## config.mk

```make
export PLATFORM = sky130hd
export DESIGN_NAME = bilinear_upscale_2x_int8_top
export DESIGN_NICKNAME = d
export VERILOG_FILES = /design/src/hdl/bu2x_pkg.sv /design/src/hdl/bu2x_emit.sv /design/src/hdl/bilinear_upscale_2x_int8_top.sv
export SDC_FILE = /design/constraint.sdc
export NUM_CORES = 2
export LEC_CHECK = 0
export BUFFER_PORTS_ARGS = -buffer_cell sky130_fd_sc_hd__buf_4
export CAP_MARGIN = 20
export CORE_UTILIZATION = 60
export DETAILED_ROUTE_END_ITERATION = 10
export GPL_ROUTABILITY_DRIVEN = 0
export PLACE_DENSITY_LB_ADDON = 0.12
export SLEW_MARGIN = 0
export SYNTH_ARGS = -nofsm -noshare
export SYNTH_HDL_FRONTEND = slang
export SYNTH_SLANG_ARGS = --single-unit
```

## constraint.sdc

```tcl
create_clock -name clk_i -period 6.5 [get_ports clk_i]
set_input_delay 0.65 -clock clk_i [delete_from_list [all_inputs] [get_ports clk_i]]
set_output_delay 0.65 -clock clk_i [all_outputs]
set_load 0.01 [all_outputs]
```

## src/hdl/bu2x_pkg.sv

```systemverilog
`timescale 1ns / 1ps
`default_nettype none
// ----------------------------------------------------------------------------
// bu2x_pkg: shared types and constants of the 2x bilinear upscaler
// Holds the request handed from the line-buffer stage to the emitter, the
// position codes of the 3x3 output neighborhood and the mean helper.
// ----------------------------------------------------------------------------
package bu2x_pkg;

  localparam int unsigned CNT_W   = 9;   // source row / column index width
  localparam int unsigned CHAN_W  = 10;  // channel index width
  localparam int unsigned COORD_W = 10;  // output row / column width
  localparam int unsigned PIX_W   = 8;
  localparam int unsigned OUT_DATA_W = 40; // 38 payload bits, padded to bytes

  // Position of an output pixel relative to 2*source (offset -1, 0, +1)
  localparam logic [1:0] POS_LO  = 2'd0;
  localparam logic [1:0] POS_MID = 2'd1;
  localparam logic [1:0] POS_HI  = 2'd2;

  // Configuration register indexes
  typedef enum logic [1:0] {
    CFG_SRC_WIDTH    = 2'd0,
    CFG_SRC_HEIGHT   = 2'd1,
    CFG_NUM_CHANNELS = 2'd2
  } cfg_idx_e;

  // One source pixel's worth of precomputed results
  typedef struct packed {
    logic signed [PIX_W-1:0] v_ul;   // row 2r-1, column 2c-1
    logic signed [PIX_W-1:0] v_u;    // row 2r-1, columns 2c and 2c+1
    logic signed [PIX_W-1:0] hl;     // rows 2r.., column 2c-1
    logic signed [PIX_W-1:0] cur;    // rows 2r.., columns 2c and 2c+1
    logic                    has_up;
    logic                    has_left;
    logic                    last_col;
    logic                    last_row;
    logic [CNT_W-1:0]        row;
    logic [CNT_W-1:0]        col;
    logic [CHAN_W-1:0]       chan;
  } item_t;

  // floor((a + b) / 2) on two signed 8-bit values
  function automatic logic signed [PIX_W-1:0] fmean(
    input logic signed [PIX_W-1:0] a,
    input logic signed [PIX_W-1:0] b
  );
    logic signed [PIX_W:0] sum;
    begin
      sum = {a[PIX_W-1], a} + {b[PIX_W-1], b};
      return sum[PIX_W:1];
    end
  endfunction

endpackage
`default_nettype wire

```

## src/hdl/bu2x_emit.sv

```systemverilog
`timescale 1ns / 1ps
`default_nettype none
// ----------------------------------------------------------------------------
// bu2x_emit: output sequencer of the 2x bilinear upscaler
// Walks the valid part of the 3x3 output neighborhood of one source pixel in
// raster order and pushes one result per cycle, unless the output stalls, through an output register.
// ----------------------------------------------------------------------------
module bu2x_emit (
  input  wire logic                                clk_i,
  input  wire logic                                rst_ni,
  input  wire logic                                item_valid_i,
  input  wire bu2x_pkg::item_t                     item_i,
  output logic                                     item_ready_o,
  output logic                                     m_axis_tvalid_o,
  input  wire logic                                m_axis_tready_i,
  // value[7:0], out_channel[17:8], out_row[27:18], out_col[37:28], zero pad
  output logic [bu2x_pkg::OUT_DATA_W-1:0]          m_axis_tdata_o,
  output logic                                     m_axis_tlast_o
);

  bu2x_pkg::item_t item_q;
  logic            busy_q;
  logic [1:0]      ri_q, ci_q;
  logic            o_valid_q;
  logic [bu2x_pkg::OUT_DATA_W-1:0] o_data_q;
  logic            o_last_q;

  logic can_out, fire, col_end, row_end, is_last, load;
  logic signed [bu2x_pkg::PIX_W-1:0] val;
  logic [bu2x_pkg::COORD_W:0] row_full, col_full;

  // Step control
  assign can_out = !o_valid_q || m_axis_tready_i;
  assign fire    = busy_q && can_out;
  assign col_end = (ci_q == bu2x_pkg::POS_HI) ||
                   ((ci_q == bu2x_pkg::POS_MID) && !item_q.last_col);
  assign row_end = (ri_q == bu2x_pkg::POS_HI) ||
                   ((ri_q == bu2x_pkg::POS_MID) && !item_q.last_row);
  assign is_last = col_end && row_end;
  assign item_ready_o = !busy_q || (fire && is_last);
  assign load    = item_valid_i && item_ready_o;

  // Select the value of the current position
  always_comb begin
    if (ri_q == bu2x_pkg::POS_LO) begin
      val = (ci_q == bu2x_pkg::POS_LO) ? item_q.v_ul : item_q.v_u;
    end else begin
      val = (ci_q == bu2x_pkg::POS_LO) ? item_q.hl : item_q.cur;
    end
  end

  // Output coordinates: 2*index + position - 1
  assign row_full = {1'b0, item_q.row, 1'b0} + {9'd0, ri_q} - 11'd1;
  assign col_full = {1'b0, item_q.col, 1'b0} + {9'd0, ci_q} - 11'd1;

  // Sequencer state
  always_ff @(posedge clk_i or negedge rst_ni) begin
    if (!rst_ni) begin
      busy_q <= 1'b0;
      ri_q   <= bu2x_pkg::POS_MID;
      ci_q   <= bu2x_pkg::POS_MID;
    end else if (load) begin
      busy_q <= 1'b1;
      ri_q   <= item_i.has_up   ? bu2x_pkg::POS_LO : bu2x_pkg::POS_MID;
      ci_q   <= item_i.has_left ? bu2x_pkg::POS_LO : bu2x_pkg::POS_MID;
    end else if (fire) begin
      if (is_last) begin
        busy_q <= 1'b0;
      end else if (col_end) begin
        ri_q <= ri_q + 2'd1;
        ci_q <= item_q.has_left ? bu2x_pkg::POS_LO : bu2x_pkg::POS_MID;
      end else begin
        ci_q <= ci_q + 2'd1;
      end
    end
  end

  // Hold the request being walked
  always_ff @(posedge clk_i) begin
    if (load) begin
      item_q <= item_i;
    end
  end

  // Output register valid
  always_ff @(posedge clk_i or negedge rst_ni) begin
    if (!rst_ni) begin
      o_valid_q <= 1'b0;
    end else if (fire) begin
      o_valid_q <= 1'b1;
    end else if (m_axis_tready_i) begin
      o_valid_q <= 1'b0;
    end
  end

  // Output register payload
  always_ff @(posedge clk_i) begin
    if (fire) begin
      o_data_q <= {2'b00, col_full[bu2x_pkg::COORD_W-1:0],
                   row_full[bu2x_pkg::COORD_W-1:0], item_q.chan, val};
      o_last_q <= is_last;
    end
  end

  assign m_axis_tvalid_o = o_valid_q;
  assign m_axis_tdata_o  = o_data_q;
  assign m_axis_tlast_o  = o_last_q;

endmodule
`default_nettype wire

```

## src/hdl/bilinear_upscale_2x_int8_top.sv

```systemverilog
`timescale 1ns / 1ps
`default_nettype none
// Path: the first result of a pixel passes the line-buffer read stage, the
//   emitter load and the output register before it leaves the block.
// Throughput: one result per cycle while the output is not stalled; a pixel
//   causes 1 to 9 results (4 inside the image), paced by the single result channel.
// Reset: counters, previous pixel and registers return to their reset values;
//   the line buffer is not cleared and holds garbage until written.
// ----------------------------------------------------------------------------
// bilinear_upscale_2x_int8_top: 2x bilinear upscaler for signed 8-bit planes
// Keeps the previous source row in a one-port synchronous line buffer, read
// and written back at the same column in the accept cycle, and hands each
// pixel's interpolated values to the output sequencer.
// ----------------------------------------------------------------------------
module bilinear_upscale_2x_int8_top #(
  parameter int unsigned MAX_WIDTH  = 512,
  parameter int unsigned MAX_HEIGHT = 512
) (
  input  wire logic        clk_i,
  input  wire logic        rst_ni,
  input  wire logic        cfg_valid_i,
  output logic             cfg_ready_o,
  input  wire logic [1:0]  cfg_index_i,
  input  wire logic [10:0] cfg_data_i,
  input  wire logic        s_axis_tvalid_i,
  output logic             s_axis_tready_o,
  // pixel[7:0]
  input  wire logic [7:0]  s_axis_tdata_i,
  output logic             m_axis_tvalid_o,
  input  wire logic        m_axis_tready_i,
  // value[7:0], out_channel[17:8], out_row[27:18], out_col[37:28], zero pad
  output logic [bu2x_pkg::OUT_DATA_W-1:0] m_axis_tdata_o,
  output logic             m_axis_tlast_o
);

  localparam int unsigned CW = (MAX_WIDTH  > 1) ? $clog2(MAX_WIDTH)  : 1;
  localparam int unsigned RW = (MAX_HEIGHT > 1) ? $clog2(MAX_HEIGHT) : 1;

  // Configuration registers
  logic [9:0]  src_width_q, src_height_q;
  logic [10:0] num_channels_q;

  // Position counters and previous pixel
  logic [CW-1:0] col_q;
  logic [RW-1:0] row_q;
  logic [bu2x_pkg::CHAN_W-1:0] chan_q;
  logic signed [7:0] prev_q;

  // Line buffer
  logic [7:0] line_mem [MAX_WIDTH];
  logic signed [7:0] rd_q;
  logic signed [7:0] aa_q;

  // Read stage
  logic              s1_valid_q;
  logic signed [7:0] s1_cur_q, s1_prv_q;
  logic              s1_has_up_q, s1_has_left_q, s1_last_col_q, s1_last_row_q;
  logic [CW-1:0]     s1_col_q;
  logic [RW-1:0]     s1_row_q;
  logic [bu2x_pkg::CHAN_W-1:0] s1_chan_q;

  logic [9:0]  w_m1, h_m1;
  logic [10:0] nc_m1;
  logic        last_col, last_row, last_chan;
  logic        in_fire, hand_off, item_ready;
  logic signed [7:0] pix, hl, v_u, v_ul;
  bu2x_pkg::item_t item;

  assign cfg_ready_o = 1'b1;
  assign pix = s_axis_tdata_i;

  // Write configuration
  always_ff @(posedge clk_i or negedge rst_ni) begin
    if (!rst_ni) begin
      src_width_q    <= 10'd1;
      src_height_q   <= 10'd1;
      num_channels_q <= 11'd1;
    end else if (cfg_valid_i) begin
      case (cfg_index_i)
        bu2x_pkg::CFG_SRC_WIDTH:    src_width_q    <= cfg_data_i[9:0];
        bu2x_pkg::CFG_SRC_HEIGHT:   src_height_q   <= cfg_data_i[9:0];
        bu2x_pkg::CFG_NUM_CHANNELS: num_channels_q <= cfg_data_i;
        default: ;
      endcase
    end
  end

  // Clamp registers to their legal range, minus one
  always_comb begin
    if (src_width_q == 10'd0) begin
      w_m1 = 10'd0;
    end else if (src_width_q > 10'(MAX_WIDTH)) begin
      w_m1 = 10'(MAX_WIDTH - 1);
    end else begin
      w_m1 = src_width_q - 10'd1;
    end
    if (src_height_q == 10'd0) begin
      h_m1 = 10'd0;
    end else if (src_height_q > 10'(MAX_HEIGHT)) begin
      h_m1 = 10'(MAX_HEIGHT - 1);
    end else begin
      h_m1 = src_height_q - 10'd1;
    end
    if (num_channels_q == 11'd0) begin
      nc_m1 = 11'd0;
    end else if (num_channels_q > 11'd1024) begin
      nc_m1 = 11'd1023;
    end else begin
      nc_m1 = num_channels_q - 11'd1;
    end
  end

  assign last_col  = 10'(col_q) >= w_m1;
  assign last_row  = 10'(row_q) >= h_m1;
  assign last_chan = 11'(chan_q) >= nc_m1;

  // Input handshake
  assign hand_off        = s1_valid_q && item_ready;
  assign s_axis_tready_o = !s1_valid_q || item_ready;
  assign in_fire         = s_axis_tvalid_i && s_axis_tready_o;

  // Advance position counters
  always_ff @(posedge clk_i or negedge rst_ni) begin
    if (!rst_ni) begin
      col_q  <= '0;
      row_q  <= '0;
      chan_q <= '0;
      prev_q <= '0;
    end else if (in_fire) begin
      prev_q <= pix;
      if (last_col) begin
        col_q <= '0;
        if (last_row) begin
          row_q  <= '0;
          chan_q <= last_chan ? '0 : chan_q + 10'd1;
        end else begin
          row_q <= row_q + RW'(1);
        end
      end else begin
        col_q <= col_q + CW'(1);
      end
    end
  end

  // Read the upper neighbor and write back this row's pixel at the same column
  always_ff @(posedge clk_i) begin
    if (in_fire) begin
      rd_q           <= line_mem[col_q];
      line_mem[col_q] <= pix;
    end
  end

  // Read stage valid
  always_ff @(posedge clk_i or negedge rst_ni) begin
    if (!rst_ni) begin
      s1_valid_q <= 1'b0;
    end else if (in_fire) begin
      s1_valid_q <= 1'b1;
    end else if (hand_off) begin
      s1_valid_q <= 1'b0;
    end
  end

  // Read stage payload
  always_ff @(posedge clk_i) begin
    if (in_fire) begin
      s1_cur_q      <= pix;
      s1_prv_q      <= prev_q;
      s1_has_up_q   <= row_q != '0;
      s1_has_left_q <= col_q != '0;
      s1_last_col_q <= last_col;
      s1_last_row_q <= last_row;
      s1_col_q      <= col_q;
      s1_row_q      <= row_q;
      s1_chan_q     <= chan_q;
    end
  end

  // Keep the upper neighbor of the previous column
  always_ff @(posedge clk_i) begin
    if (hand_off) begin
      aa_q <= rd_q;
    end
  end

  // Interpolate
  assign hl   = bu2x_pkg::fmean(s1_prv_q, s1_cur_q);
  assign v_u  = bu2x_pkg::fmean(rd_q, s1_cur_q);
  assign v_ul = bu2x_pkg::fmean(bu2x_pkg::fmean(aa_q, rd_q), hl);

  always_comb begin
    item.v_ul     = v_ul;
    item.v_u      = v_u;
    item.hl       = hl;
    item.cur      = s1_cur_q;
    item.has_up   = s1_has_up_q;
    item.has_left = s1_has_left_q;
    item.last_col = s1_last_col_q;
    item.last_row = s1_last_row_q;
    item.row      = bu2x_pkg::CNT_W'(s1_row_q);
    item.col      = bu2x_pkg::CNT_W'(s1_col_q);
    item.chan     = s1_chan_q;
  end

  bu2x_emit u_emit (
    .clk_i           (clk_i),
    .rst_ni          (rst_ni),
    .item_valid_i    (s1_valid_q),
    .item_i          (item),
    .item_ready_o    (item_ready),
    .m_axis_tvalid_o (m_axis_tvalid_o),
    .m_axis_tready_i (m_axis_tready_i),
    .m_axis_tdata_o  (m_axis_tdata_o),
    .m_axis_tlast_o  (m_axis_tlast_o)
  );

  // Checks
  a_stall_only_when_full: assert property (@(posedge clk_i) disable iff (!rst_ni)
    !s_axis_tready_o |-> s1_valid_q)
    else $error("input stalled with empty read stage");

  a_col_in_buffer: assert property (@(posedge clk_i) disable iff (!rst_ni)
    10'(col_q) <= 10'(MAX_WIDTH - 1))
    else $error("column counter beyond line buffer");

  a_hand_off_drains: assert property (@(posedge clk_i) disable iff (!rst_ni)
    (hand_off && !in_fire) |=> !s1_valid_q)
    else $error("read stage kept a request already handed off");

  a_counters_advance: assert property (@(posedge clk_i) disable iff (!rst_ni)
    (in_fire && !last_col) |=> (col_q == $past(col_q) + CW'(1)))
    else $error("column counter did not advance");

endmodule
`default_nettype wire

```

==> metrics.cfg <==
[outcome]
status = finished clean

[floorplanning]
dieArea_sq_um = 286000
fp.dieH_um = 534
start_util_pct = 60.3
coreArea_sq_um = 282000
pin_count = 70
std_cell_rows = 195
die_width_um = 534

[placed_design]
dp.cells = 11800
dp_hpwl_mm = 304
io_buffer_count = 66
placedInstanceArea_sq_um = 176000

[logic_synthesis]
synth_edf_count = 4262
syn_area_sq_um = 170000
yosys.cell_types.count = 86
yosys_warnings = 0
syn_area_per_cell_sq_um = 20.6
ys_ff_latch = 4336
synth_seq_area_share_pct = 76.4
synthFlopType = edfxtp_1
syn_inst = 8234
synthArstFlopShare_pct = 1.71

[setup_path]
crit_required_ns = 7.22
crit_type = reg -> reg
r2r-start = col_q[0]
max_stage_delay_ns = 1.01
crit_arrival_ns = 5.99
endpoint_kind = flip-flop
r2r_end = rd_q[6]
critPathLaunchType = flip-flop
crit_chain = buf_12 -> buf_4 -> mux4_2 -> mux2i_1 -> nor3_1 -> a2111oi_0 -> and4_1 -> nand3_1 -> nor4_1 -> nand3_1
startpoint = col_q[0]
crit_end = rd_q[6]
path_common_cell = nand3_1
path_max_fanout = 59
regToRegSetupSlack_ns = 1.23
cpMaxStageDelayCell = dfrtp_4
reg2reg_depth = 10

[cts]
holdBufCountCts = 14
cts_resized = 0
clk_latency_ns = 1.00
cts_sinks = 4336
clock_path_buffers = 4
tritoncts = yes
post-cts-setup-buffer-count = 0
cts.reportedPaths.clkPinSlew_ns = 0.06
cts_inserted_buffers = 428
clockRootBuffer = clkbuf_16
htreeDepth = 5

[routing]
drc = 0
drt_iter0_drc = 14700
wl_per_cell_um = 38.5
wirelength_mm = 488
drt_pass1_iterations = 9
ant_nets = 0
via_per_inst = 7.06
vias = 89500

[sta]
finalSetupViolations = 0
slew_headroom_pct = 13.7
setup_tns_ns = 0
worstMarginPinSlew_ns = 1.29
period_needed_ns = 5.27
drv_slew = 0
final.period_utilization_pct = 81.1
clock_skew_ns = 0.0597
hold_viol_final = 0
fmax_ghz = 0.190
rsz0062_at_grt = no

[final_layout]
fin_nets = 8672
drive_above_1_share_pct = 23.3
final_cells = 12700
area_growth_syn_to_layout_pct = 11.9
final_cell_area_sq_um = 190000

[global_route]
grt_max_degree = 165
grt_usage_pct = 34.5
antenna_found_initial = 22
grt_pass1_vias = 86700
grt.overflow.total = 0
grt_pass1_wl_mm = 680

[pwr]
p_sw_uw = 22200
peakVddDrop_mv = 0.289
internal-power_uw = 52700
power_frac_comb_pct = 24.5
p_clk_share_pct = 33.4
switching_share_pct = 29.6
sequentialPowerShare_pct = 42.1
total_power_uw = 74900
leakagePower_uw = 0.0599
power_density_nw_per_um2 = 393

[worst_hold_path]
hold_path_class = in -> reg

[flow_run]
maxCapViolCount = 0

-- state kept, by name, summed over array words and instances (netlist names), 8 cells and up --
name / cells
u_emit.m_axis_tdata_o: 38
num_channels_q: 11
s1_chan_q: 10
line_mem: 4096
src_height_q: 10
s1_col_q: 9
rd_q: 8
s1_cur_q: 8
row_q: 9
col_q: 9
u_emit.item_q: 63
aa_q: 8
prev_q: 8
s1_prv_q: 8
chan_q: 10
s1_row_q: 9
src_width_q: 10
-- cell type report --
class	instances	area, sq um
flip-flops and latches	4336	130000
fillers	17800	91700
multi-input cells	3316	37600
clock buffers	545	11300
well taps	3743	4680
repair buffers	370	3600
clock inverters	251	2820
inverters	98	379
diodes	18	45.0
-- how the worst min path moves through the flow --
stage,cells past startpoint,slack [ns],end,start
2_1_floorplan,0,0.35,chan_q[0],rst_ni
3_3_place_gp,0,0.40,u_emit.item_q[11],s1_col_q[1]
3_5_place_dp,0,0.40,u_emit.item_q[21],s1_row_q[2]
4_1_cts,5,0.12,src_width_q[0],cfg_index_i[1]
5_1_grt,1,0.17,line_mem[215][0],s_axis_tdata_i[0]
6_report,5,0.17,src_width_q[0],cfg_index_i[0]
-- worst max-delay path, delay by kind of cell, from the launching register on --
kind | cells | cell delay (ns)
compound gates | 1 | 0.90
buf+inv | 2 | 0.87
flops | 1 | 1.01
mux | 2 | 0.80
simple gates | 5 | 1.35
-- synthesized netlist by cell type, types with 12 or more instances --
| cell type | number | area, sq um |
|---|---|---|
| nand2_1 | 215 | 807 |
| a21oi_1 | 120 | 601 |
| and3_1 | 21 | 131 |
| edfxtp_1 | 4262 | 128000 |
| mux2_2 | 39 | 439 |
| a22oi_1 | 141 | 1060 |
| buf_2 | 156 | 781 |
| nor3_1 | 53 | 265 |
| a211oi_1 | 31 | 233 |
| nand2b_1 | 19 | 119 |
| a221oi_1 | 67 | 587 |
| a31oi_1 | 30 | 188 |
| o22ai_1 | 61 | 382 |
| buf_4 | 59 | 443 |
| dfrtp_1 | 69 | 1730 |
| o21ai_0 | 92 | 460 |
| xnor2_1 | 40 | 350 |
| ha_1 | 90 | 1130 |
| o211ai_1 | 13 | 97.6 |
| clkbuf_1 | 214 | 803 |
| buf_6 | 29 | 327 |
| nor2b_1 | 19 | 119 |
| inv_1 | 97 | 364 |
| mux4_2 | 1008 | 22700 |
| mux2i_1 | 230 | 2300 |
| buf_1 | 25 | 93.8 |
| xor2_1 | 14 | 123 |
| nor4_1 | 12 | 75.1 |
| a22o_1 | 61 | 534 |
| a21o_1 | 20 | 150 |
| nand4_1 | 21 | 131 |
| nand3_1 | 84 | 420 |
| nor2_1 | 639 | 2400 |
-- cell families after synthesis --
family | after synthesis | synth area share (%)
other | 2 | 0.00442
muxes | 1278 | 15.0
adders and majority gates | 96 | 0.733
xor gates and xnor gates | 54 | 0.278
and+or+nand+nor | 1140 | 2.88
DFF | 4336 | 76.4
AOI/OAI and AO/OA | 745 | 3.08
buffers and inverters | 583 | 1.68
-- metrics by stage --
step	hold slack, ns	setup slack (ns)	util, %
3_3_place_gp	0.401	1.18	62.4
4_1_cts	0.123	1.38	67.5
2_1_floorplan	0.354	2.14	-
5_1_grt	0.165	0.890	67.5
6_report	0.171	1.23	67.5
3_5_place_dp	0.405	1.38	62.4
-- placed cells by master, fill, tap and decap left out, drive strengths merged, types with 30 or more instances in the layout --
cell	instances
a211oi	31
a21oi	120
a221oi	68
a22o	61
a22oi	142
a31oi	30
buf	356
bufinv	51
clkbuf	545
clkinv	177
dfrtp	69
edfxtp	4262
ha	90
inv	107
mux2	39
mux2i	230
mux4	1009
nand2	215
nand3	84
nor2	640
nor3	53
o21ai	96
o22ai	61
xnor2	40
-- power groups by stage --
stage | Combinational [uW] | Clock [uW] | Sequential [uW]
finish | 18300 | 25000 | 31500
global route | 18700 | 26100 | 31500
CTS | 18000 | 25100 | 31500
detailed placement | 18000 | 0 | 32100
global placement | 17900 | 0 | 32100
floorplan | 11100 | 0 | 31900
-- per-layer routing --
metal  GRT usage, %  part of all wire [%]  vias to the layer above
li1               -                     -                    34800
met1           48.8                    37                    47000
met2           50.3                    45                     6506
met3           9.94                    13                     1173
met4           16.0                   5.4                       18
met5              0                 0.042                        -
Note: power is estimated with default switching activity, not from simulation.
